### src/hw/rtl/hvsc_pkg.sv
// Package for the half-to-single vector converter: widths and encodings.
// No dependencies.
package hvsc_pkg;

    localparam int HALF_W   = 16;
    localparam int SINGLE_W = 32;

    localparam logic [4:0]  HALF_EXP_MAX  = 5'd31;
    localparam logic [7:0]  EXP_REBIAS    = 8'd112;  // 127 - 15
    localparam logic [7:0]  SUBN_EXP_BASE = 8'd103;  // 127 - 24
    localparam logic [4:0]  SUBN_SHIFT    = 5'd23;
    localparam logic [31:0] POS_MAX_HALF  = 32'h477F_E000;
    localparam logic [31:0] NEG_MAX_HALF  = 32'hC77F_E000;

endpackage

### src/hw/rtl/hvsc_lane.sv
// One conversion lane: half-precision bit pattern to single-precision.
// Depends on hvsc_pkg.
module hvsc_lane (
    input  logic [hvsc_pkg::HALF_W-1:0]   half_in,
    output logic [hvsc_pkg::SINGLE_W-1:0] single_out
);
    import hvsc_pkg::*;

    logic        sign;
    logic [4:0]  ex;
    logic [9:0]  man;
    logic [3:0]  lead_pos;
    logic [22:0] subn_mant;
    logic [7:0]  subn_exp;
    logic [7:0]  norm_exp;

    assign sign = half_in[15];
    assign ex   = half_in[14:10];
    assign man  = half_in[9:0];

    always_comb begin
        lead_pos = 4'd0;
        for (int k = 0; k < 10; k++) begin
            if (man[k]) begin
                lead_pos = 4'(k);
            end
        end
    end

    // leading one lands on bit 23 and falls off the 23-bit field
    assign subn_mant = {13'd0, man} << (SUBN_SHIFT - {1'b0, lead_pos});
    assign subn_exp  = SUBN_EXP_BASE + {4'd0, lead_pos};
    assign norm_exp  = {3'd0, ex} + EXP_REBIAS;

    always_comb begin
        if (ex == HALF_EXP_MAX) begin
            if (man == 10'd0) begin
                single_out = sign ? NEG_MAX_HALF : POS_MAX_HALF;
            end else begin
                single_out = '0;
            end
        end else if (ex == 5'd0) begin
            if (man == 10'd0) begin
                single_out = {sign, 31'd0};
            end else begin
                single_out = {sign, subn_exp, subn_mant};
            end
        end else begin
            single_out = {sign, norm_exp, man, 13'd0};
        end
    end

endmodule

### src/hw/rtl/hvsc_out_stage.sv
// Output stage: merges lane results into one transaction, with a skid entry.
// No package dependencies.
module hvsc_out_stage #(
    parameter int DATA_W = 96
) (
    input  logic              aclk,
    input  logic              aresetn,
    input  logic              in_valid,
    output logic              in_ready,
    input  logic [DATA_W-1:0] in_data,
    output logic              out_valid,
    input  logic              out_ready,
    output logic [DATA_W-1:0] out_data
);
    logic              out_valid_reg, out_valid_next;
    logic [DATA_W-1:0] out_data_reg, out_data_next;
    logic              skid_valid_reg, skid_valid_next;
    logic [DATA_W-1:0] skid_data_reg, skid_data_next;

    assign in_ready  = !skid_valid_reg;
    assign out_valid = out_valid_reg;
    assign out_data  = out_data_reg;

    always_comb begin
        out_valid_next  = out_valid_reg;
        out_data_next   = out_data_reg;
        skid_valid_next = skid_valid_reg;
        skid_data_next  = skid_data_reg;
        if (out_ready || !out_valid_reg) begin
            if (skid_valid_reg) begin
                out_valid_next  = 1'b1;
                out_data_next   = skid_data_reg;
                skid_valid_next = 1'b0;
            end else begin
                out_valid_next = in_valid;
                out_data_next  = in_data;
            end
        end else if (in_valid && in_ready) begin
            skid_valid_next = 1'b1;
            skid_data_next  = in_data;
        end
    end

    always_ff @(posedge aclk) begin
        if (!aresetn) begin
            out_valid_reg  <= 1'b0;
            skid_valid_reg <= 1'b0;
        end else begin
            out_valid_reg  <= out_valid_next;
            skid_valid_reg <= skid_valid_next;
        end
        out_data_reg  <= out_data_next;
        skid_data_reg <= skid_data_next;
    end

endmodule

### src/hw/rtl/half_vector_to_single_convert_top.sv
// Half-to-single vector converter: LANES parallel lanes and an output stage.
// Depends on hvsc_pkg, hvsc_lane, hvsc_out_stage.
// Each result is registered in the output stage (via the skid entry if stalled) before m_tdata.
// Throughput: one transaction per cycle while m_tready is high; set by the single output register stage.
// A stalled result is held while one more transaction is taken into the skid entry.
// Reset (aresetn low, synchronous) empties the output and skid entries.
module half_vector_to_single_convert_top #(
    parameter int LANES = 3
) (
    input  logic                                aclk,
    input  logic                                aresetn,
    input  logic                                s_tvalid,
    output logic                                s_tready,
    // x_half, y_half, z_half, ... (16 bits each, lane 0 lowest)
    input  logic [LANES*hvsc_pkg::HALF_W-1:0]   s_tdata,
    output logic                                m_tvalid,
    input  logic                                m_tready,
    // x_single, y_single, z_single, ... (32 bits each, lane 0 lowest)
    output logic [LANES*hvsc_pkg::SINGLE_W-1:0] m_tdata
);
    import hvsc_pkg::*;

    logic [LANES*SINGLE_W-1:0] lane_data;

    for (genvar i = 0; i < LANES; i++) begin : g_lane
        hvsc_lane u_lane (
            .half_in    (s_tdata[i*HALF_W +: HALF_W]),
            .single_out (lane_data[i*SINGLE_W +: SINGLE_W])
        );
    end

    hvsc_out_stage #(
        .DATA_W (LANES*SINGLE_W)
    ) u_out (
        .aclk      (aclk),
        .aresetn   (aresetn),
        .in_valid  (s_tvalid),
        .in_ready  (s_tready),
        .in_data   (lane_data),
        .out_valid (m_tvalid),
        .out_ready (m_tready),
        .out_data  (m_tdata)
    );

endmodule

### config.mk
export PLATFORM = sky130hd
export DESIGN_NAME = half_vector_to_single_convert_top
export DESIGN_NICKNAME = d
export VERILOG_FILES = /design/src/hw/rtl/hvsc_pkg.sv /design/src/hw/rtl/hvsc_lane.sv /design/src/hw/rtl/hvsc_out_stage.sv /design/src/hw/rtl/half_vector_to_single_convert_top.sv
export SDC_FILE = /design/constraint.sdc
export NUM_CORES = 1
export LEC_CHECK = 0
export BUFFER_PORTS_ARGS = -buffer_cell sky130_fd_sc_hd__buf_2
export CORE_AREA = 2 2 132 147
export CTS_BUF_LIST = sky130_fd_sc_hd__clkbuf_8
export DETAILED_ROUTE_END_ITERATION = 10
export DIE_AREA = 0 0 134 149
export PLACE_DENSITY_LB_ADDON = 0.15
export SYNTH_ARGS = -nofsm -noshare
export SYNTH_HDL_FRONTEND = slang
export SYNTH_SLANG_ARGS = --single-unit
### constraint.sdc
create_clock -name aclk -period 17.4 [get_ports aclk]
set_input_delay 1.74 -clock aclk [delete_from_list [all_inputs] [get_ports aclk]]
set_output_delay 1.74 -clock aclk [all_outputs]
set_load 0.05 [all_outputs]
==> results of run 1 <==
==> cell usage in the layout (no fill, tap or decap), types with 4 or more instances in the layout <==
cell       instances
o21ai_0           34
a31oi_1           13
o31ai_1           25
buf_2            149
a211oi_1           9
buf_4              5
a21oi_1           46
nand2_1           59
or2_2              5
nand2b_1          10
nor2b_1            8
o21a_1            15
and2_1            48
nor4_1             8
a22oi_1            4
inv_1             18
mux2i_1            5
o31a_1             4
clkbuf_8          17
or4_1              5
edfxtp_1         186
a221oi_1           4
conb_1            39
a21o_1             5
o22ai_1            4
mux2_2            29
o2111ai_1          5
nor2_1            65
and3_1             6
nand3_1           13
nor3_1            20
nand4_1            5
==> critical path, stage by stage <==
cell     delay, ns
buf_2         0.17
nor4_1        0.72
and4_1        0.39
nor2_1        0.19
a221o_1       0.38
a31oi_1       0.24
a31oi_1       0.12
==> metrics by stage <==
step	setup slack [ns]	instances	power, µW
6_report	13.63	1191	979.7
5_1_grt	13.47	1190	1020
4_1_cts	13.72	1190	986.1
3_5_place_dp	13.20	1159	704.3
3_3_place_gp	13.10	1159	705.4
2_1_floorplan	5.741	809	664.4
==> layer usage <==
layer / vias to the layer above / GRT usage / wire [µm]
li1: 3219 / - / -
met1: 3168 / 0.2877 / 8947
met2: 298 / 0.3444 / 10010
met3: 32 / 0.04417 / 1414
met4: 0 / 0.06702 / 413
met5: - / 0 / 0
==> logic make-up after synthesis <==
family,count (synthesis)
adders and majority gates,3
AOI/OAI and AO/OA,206
xor gates and xnor gates,3
muxes,35
and+or+nand+nor,265
DFF,188
other,1
buffers and inverters,70
==> power breakdown <==
group / internal [µW] / total, µW / switching (µW) / leakage (µW)
Sequential: 523 / 530 / 6.78 / 0.00188
Clock: 119 / 285 / 166 / 0.000190
Combinational: 41.5 / 165 / 123 / 0.00200
Total: 683 / 980 / 296 / 0.00407
==> synth_stat cells (5+ instances only) <==
| library cell | number | share of area |
|---|---|---|
| nand4_1 | 5 | 0.0034 |
| nand2b_1 | 11 | 0.0075 |
| nor2_1 | 65 | 0.027 |
| o31ai_1 | 25 | 0.021 |
| mux2i_1 | 5 | 0.0055 |
| mux2_2 | 29 | 0.036 |
| nand3_1 | 13 | 0.0071 |
| or4_1 | 5 | 0.0041 |
| nor3_1 | 20 | 0.011 |
| a21oi_1 | 46 | 0.025 |
| nand2_1 | 59 | 0.024 |
| o21a_1 | 15 | 0.012 |
| a211oi_1 | 9 | 0.0074 |
| a31oi_1 | 13 | 0.0089 |
| buf_4 | 5 | 0.0041 |
| a21o_1 | 5 | 0.0041 |
| and3_1 | 6 | 0.0041 |
| or2_2 | 5 | 0.0034 |
| inv_1 | 18 | 0.0074 |
| and2_1 | 48 | 0.033 |
| nor2b_1 | 8 | 0.0055 |
| o2111ai_1 | 5 | 0.0048 |
| clkbuf_1 | 37 | 0.015 |
| edfxtp_1 | 186 | 0.61 |
| o21ai_0 | 34 | 0.019 |
| nor4_1 | 8 | 0.0055 |
==> path summary, 6_finish.rpt <==
| path | endpoint | slack, ns | depth (start not counted) |
|---|---|---|---|
| hold / removal | u_out.out_data[67]$_DFFE_PP_ | 0.52 | 1 |
| hold reg to reg | u_out.out_data[67]$_DFFE_PP_ | 0.52 | 1 |
| setup reg to reg | u_out.skid_data_reg[49]$_DFFE_PP_ | 15.17 | 3 |
| setup / recovery | u_out.out_data[21]$_DFFE_PP_ | 13.63 | 7 |
==> layout make-up <==
cell class | instances | area [µm²] | area share
Tap cell | 247 | 309.0 | 0.02932
Sequential cell | 188 | 5627 | 0.5339
Clock inverter | 14 | 158.9 | 0.01508
Inverter | 19 | 71.32 | 0.006767
Antenna cell | 1 | 2.502 | 0.0002374
Clock buffer | 17 | 234.0 | 0.02220
Timing Repair Buffer | 154 | 783.3 | 0.07432
Multi-Input combinational cell | 551 | 3353 | 0.3182
==> results.md, run 1 <==
- Final critical-path share of the clock period: 0.2168
- Initial antenna violation count: 1
- # clock sinks: 188
- Total GRT Usage: 0.2120
- CP startpoint: s_tdata[6]
- Worst skew pair latency: 0.46 ns
- Slew Viols, Final: 0
- Chip Width: ~130 µm
- Post-DRT Antenna Nets: 0
- Number of synthesized register bits: 188
- H-tree lvl count: 4
- F_max: 265.1 MHz
- Number of iterations in the first detailed-routing pass: 5
- GRT overflow: 0
- Synthesis Warnings: 0
- Hold Vio Cnt, Final: 0
- Max_cap viols: 0
- Hold_buf cts: 0
- Area grow syn2layout: 15.19%
- Compound-Gate Fraction of Synth Area: 0.1532
- Setup bufs post-CTS: 0
- DIE HEIGHT: 149 µm
- Share of flip-flops with an asynchronous set or reset: 0
- Status: finished, final reports clean
- Wire per inst: 17.45 µm
- Critical Path Fanout Max: 13
- WP data arrival: 3.96 ns
- Global-route wire length before repair: about 33 mm
- Worst-case clock buffer depth: 2
- Die ar.: 19970 µm²
- DRT iter0 DRCs: approximately 650
- RSZ-0062 raised after global routing: no
- Synth Area in XOR/XNOR: 0.002872
- # fillers: around 1600
- Hold Path Class: reg -> reg
- Layout cells sized above 1: 0.2471
- # DRC: 0
- Final setup TNS: 0 ns
- Syn avg cell area: 11.87 µm²
- Relative slew slack: 0.3315
- NumNets Final: 986
- HP Start: u_out.skid_data_reg[67]$_DFFE_PP_
- Crit path capture type: register
- Final min period: 3.772 ns
- Setup Skew: about 0.014 ns
- Vias in the first global route: 6260
- Reg2Reg Launch Point: u_out.out_valid$_SDFFE_PN0P_
- CTS root buf: clkbuf_8
- Num CTS Buffers: 17
- Cell variety after synth: 72
- Synth Cell Area: 9149 µm²
- Adder and majority gate portion of the synthesized area: 0.004103
- Core ar.: 18630 µm²
- Fin Hold WS: ~0.52 ns
- Port-buffer cells: 149
- Crit path required time: 17.59 ns
- PostCTS Resize Cnt: 0
- Simple-gate share of the synthesized area: 0.1462
- Worst vdd ir: about 0.042 mV
- Row cnt: 53
- IO Count: 150
- Largest net degree at the start of global routing: 88
- Sequential share of the synthesized area: 0.6149
- Clock Pin Slew Worst Setup and Hold Paths: about 0.10 ns
- Static Leak: between 0.004 and 0.005 µW
- Post-synth EDFFs: 186
- Initial core utilization: 0.4910
- Syn Inst Count: 771
- Routed vias: 6717
- WS Path Type: in -> reg
- Worst-margin pin slew: 1.003 ns
- CTS tree: yes
- Pwr/cell area: 92.96 nW/µm²
- Routability cong.: 0.9608
- Final cell utilization of the core: 0.5656
- Via/cell ratio: 5.640
- CP Launch Type: input port
- Leading register cell type out of synthesis: edfxtp_1
- Largest family of logic cells by synthesized area: compound AO/OA/AOI/OAI gates
- Mux cell area share after synthesis: 0.04281
- HPWL after DPL: 14.28 mm
- Placed cell area: 10140 µm²
- Design Area, Final: ~11000 µm²
- Final setup fails: 0
- Total Wirelength: 20.78 mm
No activity file was read; power rests on OpenSTA's default activity.
==> run 2, diff against run 1 <==
--- a/config.mk
+++ b/config.mk
@@ -5,11 +5,12 @@
 export SDC_FILE = /design/constraint.sdc
 export NUM_CORES = 1
 export LEC_CHECK = 0
+export ABC_AREA = 1
 export BUFFER_PORTS_ARGS = -buffer_cell sky130_fd_sc_hd__buf_2
-export CORE_AREA = 2 2 132 147
+export CORE_AREA = 2 2 131 146
 export CTS_BUF_LIST = sky130_fd_sc_hd__clkbuf_8
 export DETAILED_ROUTE_END_ITERATION = 10
-export DIE_AREA = 0 0 134 149
+export DIE_AREA = 0 0 133 148
 export PLACE_DENSITY_LB_ADDON = 0.15
 export SYNTH_ARGS = -nofsm -noshare
 export SYNTH_HDL_FRONTEND = slang
==> constraint.sdc (replaced) <==
create_clock -name aclk -period 3.8 [get_ports aclk]
set_input_delay 0.38 -clock aclk [delete_from_list [all_inputs] [get_ports aclk]]
set_output_delay 0.38 -clock aclk [all_outputs]
set_load 0.05 [all_outputs]
==> results.md, run 2 <==
- Critical Path Fanout Max: 51 (+38)
- Most common cell after layout, fill and taps aside: nand2_1
- Area leader, netlist: edfxtp_1
- CTS tree: yes
- Hold EP: u_out.out_valid$_SDFFE_PN0P_
- Worst vdd ir: 0.2194 mV (+420%)
- Final setup TNS: 0 ns (unchanged)
- H-tree lvl count: 4 (unchanged)
- Most frequent cell after synthesis: nand2_1
- Sequential cell area: 5629 µm² (about the same)
- Die ar.: 19680 µm² (-1.4%)
- # DRC: 0 (unchanged)
- Share of flip-flops with an asynchronous set or reset: 0 (unchanged)
- Clock Pin Slew Worst Setup and Hold Paths: 0.09 ns (about the same)
- IO Count: 150 (unchanged)
- Max_cap viols: 0 (unchanged)
- Slew Viols, Final: 0 (unchanged)
- PostCTS Resize Cnt: 0 (unchanged)
- # fillers: 1636 (+1.5%)
- Core ar.: 18150 µm² (-2.6%)
- F_max: 476.7 MHz
- Hold depth: 3 (+2)
- Hold Path Class: in -> reg
- Hold_buf cts: 0 (unchanged)
- Global-route wire length before repair: 31.50 mm (-4.3%)
- Pwr/cell area: 425.7 nW/µm² (+360%)
- # clock sinks: 188 (unchanged)
- Relative slew slack: 0.3316 (about the same)
- Port-buffer cells: 149 (unchanged)
- Num CTS Buffers: 17 (unchanged)
- NumNets Final: 1166 (+18%)
- Wire per inst: 14.19 µm (-19%)
- CP Launch Type: register
- Synth top area share: 0.6209 (+0.01045)
- Worst-margin pin slew: 1.003 ns (-0.0001145 ns)
- Routability cong.: 0.9200 (-4.2%)
- Worst skew pair latency: 0.46 ns (about the same)
- Setup bufs post-CTS: 0 (unchanged)
- Hold Vio Cnt, Final: 0 (unchanged)
- Leading register cell type out of synthesis: edfxtp_1
- Initial core utilization: 0.4955 (+0.004551)
- DRT iter0 DRCs: 386 (-41%)
- Via/cell ratio: 4.971 (-12%)
- Vias in the first global route: 6343 (+1.3%)
- Initial antenna violation count: 1 (unchanged)
- Routed vias: 6801 (+1.3%)
- Reg2Reg Launch Point: u_out.out_valid$_SDFFE_PN0P_
- Synth top cells by count: 320 x nand2_1, 186 x edfxtp_1, 97 x nand3_1
- DIE HEIGHT: 148 µm (-0.67%)
- Row cnt: 52 (-1.9%)
- Area grow syn2layout: 16.62%
- GRT overflow: 0 (unchanged)
- Most frequent cells in the layout: 319 x nand2_1, 186 x edfxtp_1, 149 x buf_2
- R2r setup slk: 1.71 ns (-13.46 ns)
- WP data arrival: 1.72 ns (-2.24 ns)
- RSZ-0062 raised after global routing: no
- Area contributors post-synth: edfxtp_1 62%, nand2_1 13%, nand3_1 5.4%
- Synth Cell Area: 8995 µm² (-1.7%)
- Crit path required time: 3.42 ns (-14.17 ns)
- Total GRT Usage: 0.2034 (-0.008515)
- CTS root buf: clkbuf_8
- Footprint of the multi-input gates: 2950 µm² (-12%)
- Post-synth EDFFs: 186 (unchanged)
- HPWL after DPL: 13.23 mm (-7.3%)
- Final cell utilization of the core: 0.5779 (+0.01232)
- Total Wirelength: 19.41 mm (-6.6%)
- Setup Skew: 0.02350 ns (+0.009198 ns)
- Status: finished, final reports clean
- Worst-case clock buffer depth: 2 (unchanged)
- Final critical-path share of the clock period: 0.5520
- Largest net degree at the start of global routing: 99 (+13%)
- Syn Inst Count: 928 (+20%)
- Synthesis Warnings: 0 (unchanged)
- Static Leak: 0.004899 µW (+20%)
- Crit path capture type: output pin
- Chip Width: 133 µm (-0.75%)
- WS Path Type: reg -> out
- Cell variety after synth: 35 (-51%)
- Number of synthesized register bits: 188 (unchanged)
- Layout cells sized above 1: 0.2091 (-0.03801)
- HP Start: aresetn
- Final min period: 2.098 ns
- Crit Reg-Reg Endpoint: u_out.skid_data_reg[31]$_DFFE_PP_
- Post-DRT Antenna Nets: 0 (unchanged)
- Number of iterations in the first detailed-routing pass: 5 (unchanged)
- Final setup fails: 0 (unchanged)
- FF-to-FF path depth: 3 (unchanged)
- Syn avg cell area: 9.693 µm² (-18%)
- Sequential share of the synthesized area: 0.6254 (+0.01052)
==> run 2: changes by cell type after synthesis, sizes merged, moves of 15 or more <==
cell and delta:
nand3 +83, clkbuf -25, o31ai -25, mux2 -30, nor2 -15, inv +91
and2 -49, nand2 +268
==> run 2: cell type report <==
type / count / share of cell area
Antenna cell: 1 / 0.0002385
Clock buffer: 17 / 0.02230
Clock inverter: 15 / 0.01467
Inverter: 112 / 0.04008
Multi-Input combinational cell: 638 / 0.2812
Sequential cell: 188 / 0.5366
Tap cell: 243 / 0.02898
Timing Repair Buffer: 154 / 0.07586
==> run 2: how the worst max path moves through the flow <==
stage / start / cells after the start / endpoint / slack, ns
2_1_floorplan: u_out.out_valid$_SDFFE_PN0P_ / 2 / u_out.skid_data_reg[0]$_DFFE_PP_ / 0.48
3_3_place_gp: s_tdata[28] / 9 / u_out.out_data[56]$_DFFE_PP_ / 1.41
3_5_place_dp: s_tdata[28] / 9 / u_out.out_data[56]$_DFFE_PP_ / 1.30
4_1_cts: u_out.out_valid$_SDFFE_PN0P_ / 3 / u_out.skid_data_reg[47]$_DFFE_PP_ / 1.64
5_1_grt: u_out.out_valid$_SDFFE_PN0P_ / 3 / u_out.skid_data_reg[17]$_DFFE_PP_ / 1.50
6_report: u_out.skid_valid_reg$_SDFFE_PP0P_ / 3 / s_tready / 1.70
==> run 2: report_power, final <==
group / switching, µW / total (µW) / internal (µW)
Sequential: 27.5 / 2420 / 2390
Clock: 794 / 1280 / 490
Combinational: 584 / 759 / 175
Total: 1410 / 4470 / 3060
==> run 2: cell families (layout without fill, tap and decap cells) <==
family,count (synthesis),after routing,synth area share
AOI/OAI and AO/OA,91,91,0.05508
xor gates and xnor gates,3,3,0.002922
adders and majority gates,3,3,0.004173
buffers and inverters,140,298,0.06413
DFF,188,188,0.6254
other,1,40,0.0004169
and+or+nand+nor,502,502,0.2479
==> run 2: critical path: stages (launching register included) <==
cell and delay (ns):
dfxtp_4 0.35, clkinv_1 0.05, buf_4 0.48, buf_2 0.37
==> run 2: routing by layer <==
layer / vias to the layer above / wire length [µm] / part of all wire / global-route usage
met1: 3110 / 8561 / 0.44 / 0.2738
met2: 221 / 9393 / 0.48 / 0.3321
met5: - / 0 / 0 / 0
met4: 0 / 404 / 0.021 / 0.07097
li1: 3438 / - / - / -
met3: 32 / 1052 / 0.054 / 0.03978
==> run 2: per-stage QoR <==
| step | area [µm²] | total power (µW) | setup WS [ns] | cells | hold WS [ns] |
|---|---|---|---|---|---|
| after floorplan | 9153 | 3039 | 0.4830 | 966 | 0.4814 |
| after global placement | 10100 | 3229 | 1.407 | 1335 | 0.4851 |
| after detailed placement | 10100 | 3229 | 1.302 | 1335 | 0.4877 |
| after CTS | 10490 | 4504 | 1.640 | 1367 | 0.1466 |
| after global routing | 10490 | 4641 | 1.504 | 1367 | 0.1733 |
| final | 10490 | 4465 | 1.702 | 1368 | 0.1864 |
==> run 3, diff against run 2 <==
==> constraint.sdc (replaced) <==
create_clock -name aclk -period 1.96 [get_ports aclk]
set_input_delay 0.196 -clock aclk [delete_from_list [all_inputs] [get_ports aclk]]
set_output_delay 0.196 -clock aclk [all_outputs]
set_load 0.05 [all_outputs]
==> results.md, run 3 (synthesis results as in run 2) <==
- Overall power: 8795 µW (+97%)
- Fin cells: 1419 (+3.7%)
- Most common cell after layout, fill and taps aside: nand2_1
- NumNets Final: 1218 (+4.5%)
- Largest net degree at the start of global routing: 99 (unchanged)
- DIE HEIGHT: 148 µm (unchanged)
- Die ar.: 19680 µm² (unchanged)
- Final min period: 1.663 ns
- Placed insts: 1386 (+3.8%)
- Area grow syn2layout: 21.66%
- Crit path required time: 1.76 ns (-1.66 ns)
- Routability cong.: 0.9130 (-0.76%)
- Initial antenna violation count: 0 (-1)
- Clock Pin Slew Worst Setup and Hold Paths: 0.10 ns (about the same)
- CTS root buf: clkbuf_8
- # clock sinks: 188 (unchanged)
- Post-DRT Antenna Nets: 0 (unchanged)
- CTS tree: yes
- Number of iterations in the first detailed-routing pass: 5 (unchanged)
- RSZ-0062 raised after global routing: no
- Hold Vio Cnt, Final: 0 (unchanged)
- Worst vdd ir: 0.4358 mV (+99%)
- Met3 WL: 843 µm (-20%)
- Inserted Diodes: 0 (-1)
- Most frequent cells in the layout: 319 x nand2_1, 186 x edfxtp_1, 149 x buf_2
- Crit Reg-Reg Endpoint: u_out.skid_data_reg[20]$_DFFE_PP_
- Layout cells sized above 1: 0.2440 (+0.03497)
- Metal-1 WL: 9.021 mm (+5.4%)
- Global-route wire length before repair: 32.90 mm (+4.4%)
- Routed vias: 6827 (+0.38%)
- Status: finished, final reports clean
- H-tree lvl count: 4 (unchanged)
- Slew Viols, Final: 0 (unchanged)
- WS Path Type: reg -> out
- HP Start: s_tdata[30]
- FF-to-FF path depth: 3 (unchanged)
- # DRC: 0 (unchanged)
- Worst skew pair latency: 0.46 ns (about the same)
- Fin Hold WS: 0.05309 ns (-0.1333 ns)
- Chip Width: 133 µm (unchanged)
- Wire per inst: 14.08 µm (-0.78%)
- F_max: 601.4 MHz
- Total Wirelength: 19.98 mm (+2.9%)
- Static Leak: 0.005170 µW (+5.5%)
- Critical Path Fanout Max: 51 (unchanged)
- Total GRT Usage: 0.2136 (+0.01013)
- Final setup fails: 0 (unchanged)
- Hold EP: u_out.skid_data_reg[59]$_DFFE_PP_
- WP data arrival: 1.47 ns (-0.25 ns)
- Via/cell ratio: 4.811 (-3.2%)
- Met2 Wirelength: 9.721 mm (+3.5%)
- Highest Signal Layer: met4
- Num CTS Buffers: 17 (unchanged)
- Worst-margin pin slew: 0.5448 ns (-0.4579 ns)
- Core ar.: 18150 µm² (unchanged)
- Pwr/cell area: 803.7 nW/µm² (+89%)
- Relative slew slack: 0.6364 (+0.3048)
- DRT iter0 DRCs: 479 (+24%)
- Port-buffer cells: 149 (unchanged)
- Hold Path Class: in -> reg
- CP Launch Type: register
- HPWL after DPL: 14.27 mm (+7.8%)
- Max_cap viols: 0 (unchanged)
- Hold depth: 2 (-1)
- Worst-case clock buffer depth: 2 (unchanged)
- Critical path's slowest cell: dfxtp_4
- CP peak stage delay: 0.36 ns (-0.12 ns)
- Setup Skew: 0.02165 ns (-0.001849 ns)
- Vias in the first global route: 6559 (+3.4%)
- Crit path capture type: output pin
- Final critical-path share of the clock period: 0.8484
- Reg2Reg Launch Point: u_out.out_valid$_SDFFE_PN0P_
- Initial core utilization: 0.4955 (unchanged)
- Row cnt: 52 (unchanged)
- CP cell instances: clkinv_1, buf_12, buf_2
- IO Count: 150 (unchanged)
- R2r setup slk: 0.60 ns (-1.11 ns)
- GRT overflow: 0 (unchanged)
## run 3: changes by cell type in the layout (fill, tap and decap cells not counted), sizes merged
cell,change
buf,+51
clkinv,-1
dlygate4sd3,+1
diode,-1
inv,+2
clkinvlp,-1
## run 3: worst max path at each step
stage                     slack (ns)                              start                                to  depth (start not counted)
after floorplan                -0.77       u_out.out_valid$_SDFFE_PN0P_  u_out.skid_data_reg[0]$_DFFE_PP_                          2
after global placement         -0.08                        s_tdata[39]      u_out.out_data[84]$_DFFE_PP_                         14
after detailed placement       -0.03                        s_tdata[39]      u_out.out_data[84]$_DFFE_PP_                         14
after CTS                       0.26  u_out.skid_valid_reg$_SDFFE_PP0P_                          s_tready                          3
after global routing            0.20  u_out.skid_valid_reg$_SDFFE_PP0P_                          s_tready                          3
final                           0.30  u_out.skid_valid_reg$_SDFFE_PP0P_                          s_tready                          3
## run 3: cell type report
cell class / count / area, µm²
flip-flops and latches: 188 / 5633
clock buffers: 17 / 234.0
clock inverters: 15 / 166.4
inverters: 112 / 420.4
repair buffers: 206 / 1226
fillers: 1567 / 7209
multi-input cells: 638 / 2959
well taps: 243 / 304.0
## run 3: report_power, final
group / internal, µW / total, µW / switching, µW
combinational: 404 / 1550 / 1150
sequential: 4640 / 4700 / 59.4
clock: 974 / 2540 / 1570
## run 3: timing repair
| action | in CTS | in global routing |
|---|---|---|
| resized for setup | 0 | 0 |
| hold endpoints to repair | 2 | 0 |
| hold buffers | 1 | 0 |
| setup buffers | 0 | 0 |
## run 3: stage by stage
| stage | setup TNS, ns | setup slack, ns | util | instance area, µm² |
|---|---|---|---|---|
| 2_1_floorplan | -71.61 | -0.7700 | - | 9165 |
| 3_3_place_gp | -0.1709 | -0.08336 | 0.5802 | 10530 |
| 3_5_place_dp | -0.03700 | -0.02642 | 0.5802 | 10530 |
| 4_1_cts | 0 | 0.2605 | 0.6028 | 10940 |
| 5_1_grt | 0 | 0.1972 | 0.6028 | 10940 |
| 6_report | 0 | 0.2971 | 0.6028 | 10940 |
## run 3: routing by layer
metal	GRT usage	vias up
li1	-	3538
met1	0.2878	3052
met2	0.3567	211
met3	0.02915	26
met4	0.07634	0
met5	0	-
## run 3: critical path: cells and delay by family (launching register included)
kind	cells	cell delay [ns]
flip-flops	1	0.36
buffers and inverters	3	0.66
